File: src/hdl/ptbv_pkg.sv
// ---------------------------------------------------------------------------
// ptbv_pkg
// shared types, widths, constants and the cordic angle table for the
// pose to body velocity block
// ---------------------------------------------------------------------------
`timescale 1ns / 1ps
`default_nettype none

package ptbv_pkg;

  // cordic iteration count, 8 to 24
  localparam int CORDIC_STEPS = 16;
  localparam int TAB_LEN      = 24;
  localparam int TAB_IDX_W    = $clog2(TAB_LEN);

  // quotient bits produced by each divider lane, one per cycle
  localparam int DIV_STEPS = 32;
  localparam int CNT_W     = $clog2(DIV_STEPS);

  localparam int POS_W   = 32;
  localparam int QUAT_W  = 16;
  localparam int STAMP_W = 48;
  localparam int VEL_W   = 32;
  localparam int YAW_W   = 16;

  // shared multiplier and accumulators
  localparam int MUL_A_W = 36;
  localparam int MUL_B_W = 26;
  localparam int PROD_W  = MUL_A_W + MUL_B_W;

  // cordic registers and heading cos/sin in q24
  localparam int CX_W = 36;
  localparam int CZ_W = 34;
  localparam int CS_W = 26;

  // divider numerator magnitude
  localparam int DIV_N_W = 56;

  localparam logic signed [CX_W-1:0]    INV_GAIN  = 36'sd652032874;
  localparam logic signed [MUL_B_W-1:0] VEL_SCALE = 26'sd1000000;
  localparam logic signed [MUL_B_W-1:0] YAW_SCALE = 26'sd6283185;

  // atan(2^-i) in units of 2^-32 turn
  localparam logic [31:0] ATAN_TAB [TAB_LEN] = '{
    32'h20000000, 32'h12E4051E, 32'h09FB385B, 32'h051111D4, 32'h028B0D43,
    32'h0145D7E1, 32'h00A2F61E, 32'h00517C55, 32'h0028BE53, 32'h00145F2F,
    32'h000A2F98, 32'h000517CC, 32'h00028BE6, 32'h000145F3, 32'h0000A2F9,
    32'h0000517D, 32'h000028BE, 32'h0000145F, 32'h00000A30, 32'h00000518,
    32'h0000028C, 32'h00000146, 32'h000000A3, 32'h00000051
  };

  typedef struct packed {
    logic signed [POS_W-1:0]  pos_x;
    logic signed [POS_W-1:0]  pos_y;
    logic signed [QUAT_W-1:0] quat_x;
    logic signed [QUAT_W-1:0] quat_y;
    logic signed [QUAT_W-1:0] quat_z;
    logic signed [QUAT_W-1:0] quat_w;
    logic [STAMP_W-1:0]       stamp_us;
  } in_item_t;

  typedef struct packed {
    logic [STAMP_W-1:0]      out_stamp_us;
    logic signed [VEL_W-1:0] vel_x;
    logic signed [VEL_W-1:0] vel_y;
    logic signed [VEL_W-1:0] yaw_rate;
    logic                    time_error;
  } out_item_t;

  typedef enum logic [3:0] {
    MUL_WW, MUL_XX, MUL_YY, MUL_ZZ, MUL_XY, MUL_WZ,
    MUL_C_DX, MUL_S_DY, MUL_C_DY, MUL_S_DX,
    MUL_RX, MUL_RY, MUL_YAW
  } mul_sel_e;

  typedef enum logic [3:0] {
    ACC_NONE,
    ACC_A_LD, ACC_A_LDR, ACC_A_ADD, ACC_A_SUB,
    ACC_B_LD, ACC_B_LDR, ACC_B_ADD, ACC_B_SUB,
    ACC_N0, ACC_N1, ACC_N2
  } acc_op_e;

  typedef struct packed {
    logic                 load_in;
    mul_sel_e             mul_sel;
    acc_op_e              acc_op;
    logic                 cor_init_vec;
    logic                 cor_init_rot;
    logic                 cor_step;
    logic [TAB_IDX_W-1:0] step;
    logic                 cap_yaw;
    logic                 cap_cs;
    logic                 div_init;
    logic                 div_step;
    logic                 store_prev;
    logic                 out_load;
    logic                 out_err;
  } dp_cmd_t;

  typedef struct packed {
    logic stamp_zero;
    logic have_prev;
    logic time_bad;
  } dp_status_t;

endpackage

`default_nettype wire

File: src/hdl/ptbv_ctrl.sv
// ---------------------------------------------------------------------------
// ptbv_ctrl
// sequencer: steps the datapath through yaw, heading, rotation and division
// ---------------------------------------------------------------------------
`timescale 1ns / 1ps
`default_nettype none

module ptbv_ctrl (
  input  wire logic                  clk_i,
  input  wire logic                  rst_ni,
  input  wire logic                  in_valid_i,
  output logic                       in_stall_o,
  output logic                       out_valid_o,
  input  wire logic                  out_stall_i,
  input  wire ptbv_pkg::dp_status_t  st_i,
  output ptbv_pkg::dp_cmd_t          cmd_o
);
  import ptbv_pkg::*;

  localparam int Q_MULS = 6;
  localparam int D_MULS = 4;
  localparam int N_MULS = 3;

  typedef enum logic [4:0] {
    S_IDLE, S_CHK, S_QMUL, S_QWAIT, S_VINIT, S_VEC, S_YCAP, S_DEC,
    S_RINIT, S_ROT, S_CCAP, S_DMUL, S_DWAIT, S_NMUL, S_NWAIT,
    S_DINIT, S_DIV, S_OUT
  } state_e;

  state_e           state_q;
  logic [CNT_W-1:0] cnt_q;
  logic             out_valid_q;
  logic             out_free;

  assign out_free    = !out_valid_q || !out_stall_i;
  assign in_stall_o  = state_q != S_IDLE;
  assign out_valid_o = out_valid_q;

  always_ff @(posedge clk_i or negedge rst_ni) begin
    if (!rst_ni) begin
      state_q     <= S_IDLE;
      cnt_q       <= '0;
      out_valid_q <= 1'b0;
    end else begin
      if (out_valid_q && !out_stall_i) begin
        out_valid_q <= 1'b0;
      end
      unique case (state_q)
        S_IDLE:  if (in_valid_i) state_q <= S_CHK;
        S_CHK:   state_q <= st_i.stamp_zero ? S_IDLE : S_QMUL;
        S_QMUL: begin
          if (cnt_q == CNT_W'(Q_MULS-1)) begin
            cnt_q   <= '0;
            state_q <= S_QWAIT;
          end else begin
            cnt_q <= cnt_q + 1'b1;
          end
        end
        S_QWAIT: state_q <= S_VINIT;
        S_VINIT: state_q <= S_VEC;
        S_VEC: begin
          if (cnt_q == CNT_W'(CORDIC_STEPS-1)) begin
            cnt_q   <= '0;
            state_q <= S_YCAP;
          end else begin
            cnt_q <= cnt_q + 1'b1;
          end
        end
        S_YCAP:  state_q <= S_DEC;
        S_DEC: begin
          if (!st_i.have_prev) begin
            state_q <= S_IDLE;
          end else if (st_i.time_bad) begin
            state_q <= S_OUT;
          end else begin
            state_q <= S_RINIT;
          end
        end
        S_RINIT: state_q <= S_ROT;
        S_ROT: begin
          if (cnt_q == CNT_W'(CORDIC_STEPS-1)) begin
            cnt_q   <= '0;
            state_q <= S_CCAP;
          end else begin
            cnt_q <= cnt_q + 1'b1;
          end
        end
        S_CCAP:  state_q <= S_DMUL;
        S_DMUL: begin
          if (cnt_q == CNT_W'(D_MULS-1)) begin
            cnt_q   <= '0;
            state_q <= S_DWAIT;
          end else begin
            cnt_q <= cnt_q + 1'b1;
          end
        end
        S_DWAIT: state_q <= S_NMUL;
        S_NMUL: begin
          if (cnt_q == CNT_W'(N_MULS-1)) begin
            cnt_q   <= '0;
            state_q <= S_NWAIT;
          end else begin
            cnt_q <= cnt_q + 1'b1;
          end
        end
        S_NWAIT: state_q <= S_DINIT;
        S_DINIT: state_q <= S_DIV;
        S_DIV: begin
          if (cnt_q == CNT_W'(DIV_STEPS-1)) begin
            cnt_q   <= '0;
            state_q <= S_OUT;
          end else begin
            cnt_q <= cnt_q + 1'b1;
          end
        end
        S_OUT: begin
          if (out_free) begin
            out_valid_q <= 1'b1;
            state_q     <= S_IDLE;
          end
        end
        default: state_q <= S_IDLE;
      endcase
    end
  end

  always_comb begin
    cmd_o         = '0;
    cmd_o.mul_sel = MUL_WW;
    cmd_o.acc_op  = ACC_NONE;
    cmd_o.step    = TAB_IDX_W'(cnt_q);
    unique case (state_q)
      S_IDLE:  cmd_o.load_in = in_valid_i;
      S_QMUL: begin
        case (cnt_q)
          CNT_W'(0): begin cmd_o.mul_sel = MUL_WW; cmd_o.acc_op = ACC_A_LD;  end
          CNT_W'(1): begin cmd_o.mul_sel = MUL_XX; cmd_o.acc_op = ACC_A_ADD; end
          CNT_W'(2): begin cmd_o.mul_sel = MUL_YY; cmd_o.acc_op = ACC_A_SUB; end
          CNT_W'(3): begin cmd_o.mul_sel = MUL_ZZ; cmd_o.acc_op = ACC_A_SUB; end
          CNT_W'(4): begin cmd_o.mul_sel = MUL_XY; cmd_o.acc_op = ACC_B_LD;  end
          CNT_W'(5): begin cmd_o.mul_sel = MUL_WZ; cmd_o.acc_op = ACC_B_ADD; end
          default:   cmd_o.acc_op = ACC_NONE;
        endcase
      end
      S_VINIT: cmd_o.cor_init_vec = 1'b1;
      S_VEC:   cmd_o.cor_step     = 1'b1;
      S_YCAP:  cmd_o.cap_yaw      = 1'b1;
      S_DEC:   cmd_o.store_prev   = !st_i.have_prev;
      S_RINIT: cmd_o.cor_init_rot = 1'b1;
      S_ROT:   cmd_o.cor_step     = 1'b1;
      S_CCAP:  cmd_o.cap_cs       = 1'b1;
      S_DMUL: begin
        case (cnt_q)
          CNT_W'(0): begin cmd_o.mul_sel = MUL_C_DX; cmd_o.acc_op = ACC_A_LDR; end
          CNT_W'(1): begin cmd_o.mul_sel = MUL_S_DY; cmd_o.acc_op = ACC_A_ADD; end
          CNT_W'(2): begin cmd_o.mul_sel = MUL_C_DY; cmd_o.acc_op = ACC_B_LDR; end
          CNT_W'(3): begin cmd_o.mul_sel = MUL_S_DX; cmd_o.acc_op = ACC_B_SUB; end
          default:   cmd_o.acc_op = ACC_NONE;
        endcase
      end
      S_NMUL: begin
        case (cnt_q)
          CNT_W'(0): begin cmd_o.mul_sel = MUL_RX;  cmd_o.acc_op = ACC_N0; end
          CNT_W'(1): begin cmd_o.mul_sel = MUL_RY;  cmd_o.acc_op = ACC_N1; end
          CNT_W'(2): begin cmd_o.mul_sel = MUL_YAW; cmd_o.acc_op = ACC_N2; end
          default:   cmd_o.acc_op = ACC_NONE;
        endcase
      end
      S_DINIT: cmd_o.div_init = 1'b1;
      S_DIV:   cmd_o.div_step = 1'b1;
      S_OUT: begin
        cmd_o.out_load   = out_free;
        cmd_o.store_prev = out_free;
        cmd_o.out_err    = st_i.time_bad;
      end
      default: cmd_o.acc_op = ACC_NONE;
    endcase
  end

endmodule

`default_nettype wire

File: config.mk
export PLATFORM = sky130hd
export DESIGN_NAME = ptbv_ctrl
export DESIGN_NICKNAME = d
export VERILOG_FILES = /design/src/hdl/ptbv_pkg.sv /design/src/hdl/ptbv_ctrl.sv
export SDC_FILE = /design/constraint.sdc
export NUM_CORES = 1
export LEC_CHECK = 0
export ABC_AREA = 1
export ABC_CLOCK_PERIOD_IN_PS = 1800
export BUFFER_PORTS_ARGS = -buffer_cell sky130_fd_sc_hd__buf_2
export CORE_ASPECT_RATIO = 0.6
export CORE_MARGIN = 8
export CORE_UTILIZATION = 53
export CTS_BUF_LIST = sky130_fd_sc_hd__clkbuf_8 sky130_fd_sc_hd__clkbuf_16
export DETAILED_ROUTE_END_ITERATION = 7
export PLACE_DENSITY_LB_ADDON = 0.08
export SYNTH_ARGS = -nofsm -noshare
export SYNTH_HDL_FRONTEND = slang
export SYNTH_SLANG_ARGS = --single-unit
File: constraint.sdc
create_clock -name clk_i -period 1.8 [get_ports clk_i]
set_input_delay 0.09 -clock clk_i [delete_from_list [all_inputs] [get_ports clk_i]]
set_output_delay 0.09 -clock clk_i [all_outputs]
set_load 0.005 [all_outputs]
==> impl_results.html <==
<table>
<tr><th>Metric</th><th>Value</th></tr>
<tr><th colspan="2">Status</th></tr>
<tr><td>Run status</td><td>finished, final reports clean</td></tr>
<tr><th colspan="2">Clocking</th></tr>
<tr><td>Clock latency on the worst-skew pair</td><td>0.24 ns</td></tr>
<tr><td>Max Buffers Root-to-Sink</td><td>2</td></tr>
<tr><td>Deepest level of the CTS H-tree</td><td>1</td></tr>
<tr><td>Clock transition at the register clock pins on the worst setup and hold paths after CTS</td><td>around 0.050 ns</td></tr>
<tr><td>Sinks on Clock Net</td><td>11</td></tr>
<tr><td>Clock buffer count from CTS</td><td>3</td></tr>
<tr><td>Buffer type at the clock tree root</td><td>clkbuf_8</td></tr>
<tr><td>TritonCTS clock tree</td><td>yes</td></tr>
<tr><th colspan="2">STA</th></tr>
<tr><td>Slew at the pin with the worst max-slew slack</td><td>0.317 ns</td></tr>
<tr><td>Final setup skew</td><td>~0.0044 ns</td></tr>
<tr><td>Hold WS</td><td>approximately 0.11 ns</td></tr>
<tr><td>Final total negative setup slack</td><td>0 ns</td></tr>
<tr><td>Min setup slack post-route</td><td>0.0657 ns</td></tr>
<tr><td>Fin. Hold Viols</td><td>0</td></tr>
<tr><td>Tightest slew margin relative to the limit</td><td>0.789</td></tr>
<tr><td>Peak clock frequency supported by timing</td><td>577 MHz</td></tr>
<tr><td>Time the worst path needs with I/O delays and setup</td><td>1.73 ns</td></tr>
<tr><td>Number of max-slew violations in the final report</td><td>0</td></tr>
<tr><td>Final setup violation count</td><td>0</td></tr>
<tr><td>Crit share post-route</td><td>0.964</td></tr>
<tr><th colspan="2">Finish</th></tr>
<tr><td>Layout overhead on the synthesized area</td><td>31.9%</td></tr>
<tr><td>Number of cells in the finished layout apart from fillers</td><td>roughly 280</td></tr>
<tr><td>Utilization of the core after routing</td><td>0.761</td></tr>
<tr><td>Total Nets Final</td><td>262</td></tr>
<tr><td>Fillers</td><td>approximately 170</td></tr>
<tr><td>Area used by multi-input combinational logic</td><td>a little under 1000 µm²</td></tr>
<tr><td>Proportion of layout cells with a drive suffix above 1</td><td>0.397</td></tr>
<tr><td>Antenna diode count</td><td>0</td></tr>
<tr><td>Final instance area</td><td>between 1500 and 2000 µm²</td></tr>
<tr><td>Total area of sequential cells</td><td>282 µm²</td></tr>
<tr><th colspan="2">Detailed routing</th></tr>
<tr><td>Via total after detailed routing</td><td>around 1500</td></tr>
<tr><td>Count of antenna-violating nets left after detailed routing</td><td>0</td></tr>
<tr><td>DRC violation total after the first TritonRoute iteration</td><td>between 150 and 200</td></tr>
<tr><td>Residual DRC</td><td>0</td></tr>
<tr><td>DR pass1 iterations</td><td>4</td></tr>
<tr><td>Routed wire length</td><td>4.10 mm</td></tr>
<tr><td>Detail-routed via count per cell</td><td>5.41</td></tr>
<tr><td>Average wire per cell in the routed design</td><td>~15 µm</td></tr>
<tr><th colspan="2">Critical path</th></tr>
<tr><td>Capturing element type of the critical path</td><td>primary output</td></tr>
<tr><td>Worst reg-to-reg setup slack</td><td>0.07 ns</td></tr>
<tr><td>Termination of the worst setup path</td><td>cmd_o[17]</td></tr>
<tr><td>Crit Path Max Fanout</td><td>7</td></tr>
<tr><td>R2R cell count</td><td>11</td></tr>
<tr><td>Category of the critical setup timing path</td><td>flop to primary output</td></tr>
<tr><td>Launching element type of the critical path</td><td>flop</td></tr>
<tr><td>Launch instance of the worst register-to-register path</td><td>cnt_q[1]$_DFFE_PN0P_</td></tr>
<tr><td>CP Launch Point</td><td>state_q[0]$_DFFE_PN0P_</td></tr>
<tr><td>Critical Path RT</td><td>roughly 1.7 ns</td></tr>
<tr><td>Data arrival time of the critical path</td><td>around 1.6 ns</td></tr>
<tr><td>Worst r2r dst</td><td>state_q[0]$_DFFE_PN0P_</td></tr>
<tr><th colspan="2">Power</th></tr>
<tr><td>Cell leakage power</td><td>slightly below 1 nW</td></tr>
<tr><td>Power density over the cells</td><td>1020 nW/µm²</td></tr>
<tr><td>Power after layout</td><td>1.73 mW</td></tr>
<tr><td>Maximum ir drop on the vdd rail</td><td>between 0.9 and 1 mV</td></tr>
<tr><th colspan="2">Floorplanning</th></tr>
<tr><td>Die width</td><td>around 80 µm</td></tr>
<tr><td>Starting Density</td><td>0.577</td></tr>
<tr><td>Standard-cell rows</td><td>13</td></tr>
<tr><td>Io pins</td><td>33</td></tr>
<tr><td>Die area</td><td>4310 µm²</td></tr>
<tr><td>Vert. Die Dim</td><td>54.2 µm</td></tr>
<tr><td>Core Region</td><td>2230 µm²</td></tr>
<tr><th colspan="2">GRT</th></tr>
<tr><td>Number of global-route vias before repair</td><td>1390</td></tr>
<tr><td>Initial antenna violation count</td><td>0</td></tr>
<tr><td>Pin count of the biggest net entering global routing</td><td>12</td></tr>
<tr><td>Global-route wire length before repair</td><td>6.40 mm</td></tr>
<tr><td>GRT Resource Usage Total</td><td>0.186</td></tr>
<tr><td>Gr ovfl total</td><td>0</td></tr>
<tr><th colspan="2">Synth</th></tr>
<tr><td>Share of the synthesized area in the top cell type</td><td>0.214</td></tr>
<tr><td>Count of synthesis-stage warnings from yosys</td><td>0</td></tr>
<tr><td>Instance count of the mapped netlist</td><td>205</td></tr>
<tr><td>Sequential-to-total area share from yosys stat</td><td>0.214</td></tr>
<tr><td>Most area-consuming cells after synthesis</td><td>dfrtp_1 21%, nand2_1 17%, inv_1 7.6%, nor2_1 7.6%, ha_1 6.8%</td></tr>
<tr><td>Syn nets</td><td>about 220</td></tr>
<tr><td>Post-synth top area cell</td><td>dfrtp_1</td></tr>
<tr><td>Number of different library cells in the post-synthesis netlist</td><td>26</td></tr>
<tr><td>Number of synthesized register bits</td><td>11</td></tr>
<tr><td>Post-synthesis instance area</td><td>around 1300 µm²</td></tr>
<tr><td>Mean cell area of the mapped netlist</td><td>about 6.3 µm²</td></tr>
<tr><th colspan="2">Place</th></tr>
<tr><td>I/O Buffers</td><td>32</td></tr>
<tr><td>Area after DPL</td><td>around 1500 µm²</td></tr>
<tr><td>Placed insts</td><td>269</td></tr>
<tr><td>Setup WS pre-CTS</td><td>-0.0290 ns</td></tr>
<tr><td>GPL Wtd Cong</td><td>0.990</td></tr>
<tr><td>DPL Wire Length</td><td>3.23 mm</td></tr>
<tr><th colspan="2">Job</th></tr>
<tr><td>Number of max-cap violations</td><td>0</td></tr>
<tr><th colspan="2">Min path</th></tr>
<tr><td>Instance count along the most critical hold path</td><td>3</td></tr>
<tr><td>Kind of path behind the tightest hold check</td><td>input port to flop</td></tr>
</table>
flip-flops by register name, indices dropped and copies added (netlist names):
signal       cells
cnt_q            5
out_valid_o      1
state_q          5
Yosys cell counts (all sizes together):
cell type and number:
xnor2 1, o21ai 8, nand2 65, inv 33, o211ai 2, nand4 4, buf 3, a31oi 2
nor2 39, o2111ai 2, dfrtp 11, a21oi 6, o32ai 1, o311ai 1, nand3 19, xor2 1
ha 7
kinds of logic (layout without fill, tap and decap cells):
family          after synthesis  in the layout  synth area share
flops                        11             11             0.214
xor+xnor                      2              2            0.0136
fa+ha+maj                     7              7            0.0681
simple gates                127            127             0.473
compound gates               22             22             0.112
buf+inv                      36             78             0.120
worst min-delay path by stage:
stage                                  end        start
finish               out_valid_o$_DFF_PN0_  out_stall_i
global route         out_valid_o$_DFF_PN0_  out_stall_i
CTS                  out_valid_o$_DFF_PN0_  out_stall_i
detailed placement  state_q[0]$_DFFE_PN0P_       rst_ni
global placement      cnt_q[3]$_DFFE_PN0P_       rst_ni
floorplan             cnt_q[0]$_DFFE_PN0P_       rst_ni
layer usage:
layer / part of all wire / track usage / vias to the layer above / wire length, µm
li1: - / - / 736 / -
met1: 0.44 / 0.250 / 675 / 1800
met2: 0.42 / 0.273 / 80 / 1730
met3: 0.13 / 0.0714 / 7 / 528
met4: 0.0098 / 0.0457 / 0 / 40
met5: 0 / 0 / - / 0
timing repair:
action                     CTS  global route
hold endpoints to repair    11             0
hold buffers                 1             0
pin swaps                    0             7
gates cloned                 0             0
resized for setup            5            34
setup buffers                0             3
setup endpoints to repair    8            15
cells in the final DEF (no fill, tap or decap), types with 2 or more instances in the layout:
master	instances
buf_4	8
nor2_1	21
o21ai_0	5
nor2_2	7
o21ai_1	2
buf_2	32
ha_2	2
nand4_1	4
clkbuf_8	3
nand2_1	56
dfrtp_2	5
a21oi_1	5
nand3_1	13
nand2_4	4
nand2_2	5
inv_2	9
dfrtp_1	6
inv_1	24
nand3_2	5
ha_1	5
o211ai_1	2
nor2_4	11
where the power goes:
group / internal [mW] / total [mW] / switching, mW
Clock: 0.150 / 0.241 / 0.0909
Combinational: 0.365 / 1.09 / 0.722
Sequential: 0.304 / 0.407 / 0.103
Total: 0.819 / 1.73 / 0.916
worst max-delay path, cell delays in order (launching register included):
cell and delay [ns]:
dfrtp_2 0.48, inv_2 0.10, nand2_1 0.08, nor2_4 0.17
nand2_4 0.09, inv_4 0.09, nand3_2 0.08, o211ai_1 0.19
buf_2 0.14
layout make-up:
class,instances,share of cell area
Inverter,33,0.0745
Clock inverter,1,0.00221
Multi-Input combinational cell,158,0.575
Clock buffer,3,0.0243
Tap cell,30,0.0221
Sequential cell,11,0.166
Timing Repair Buffer,41,0.136
Note: power is estimated with default switching activity, not from simulation.
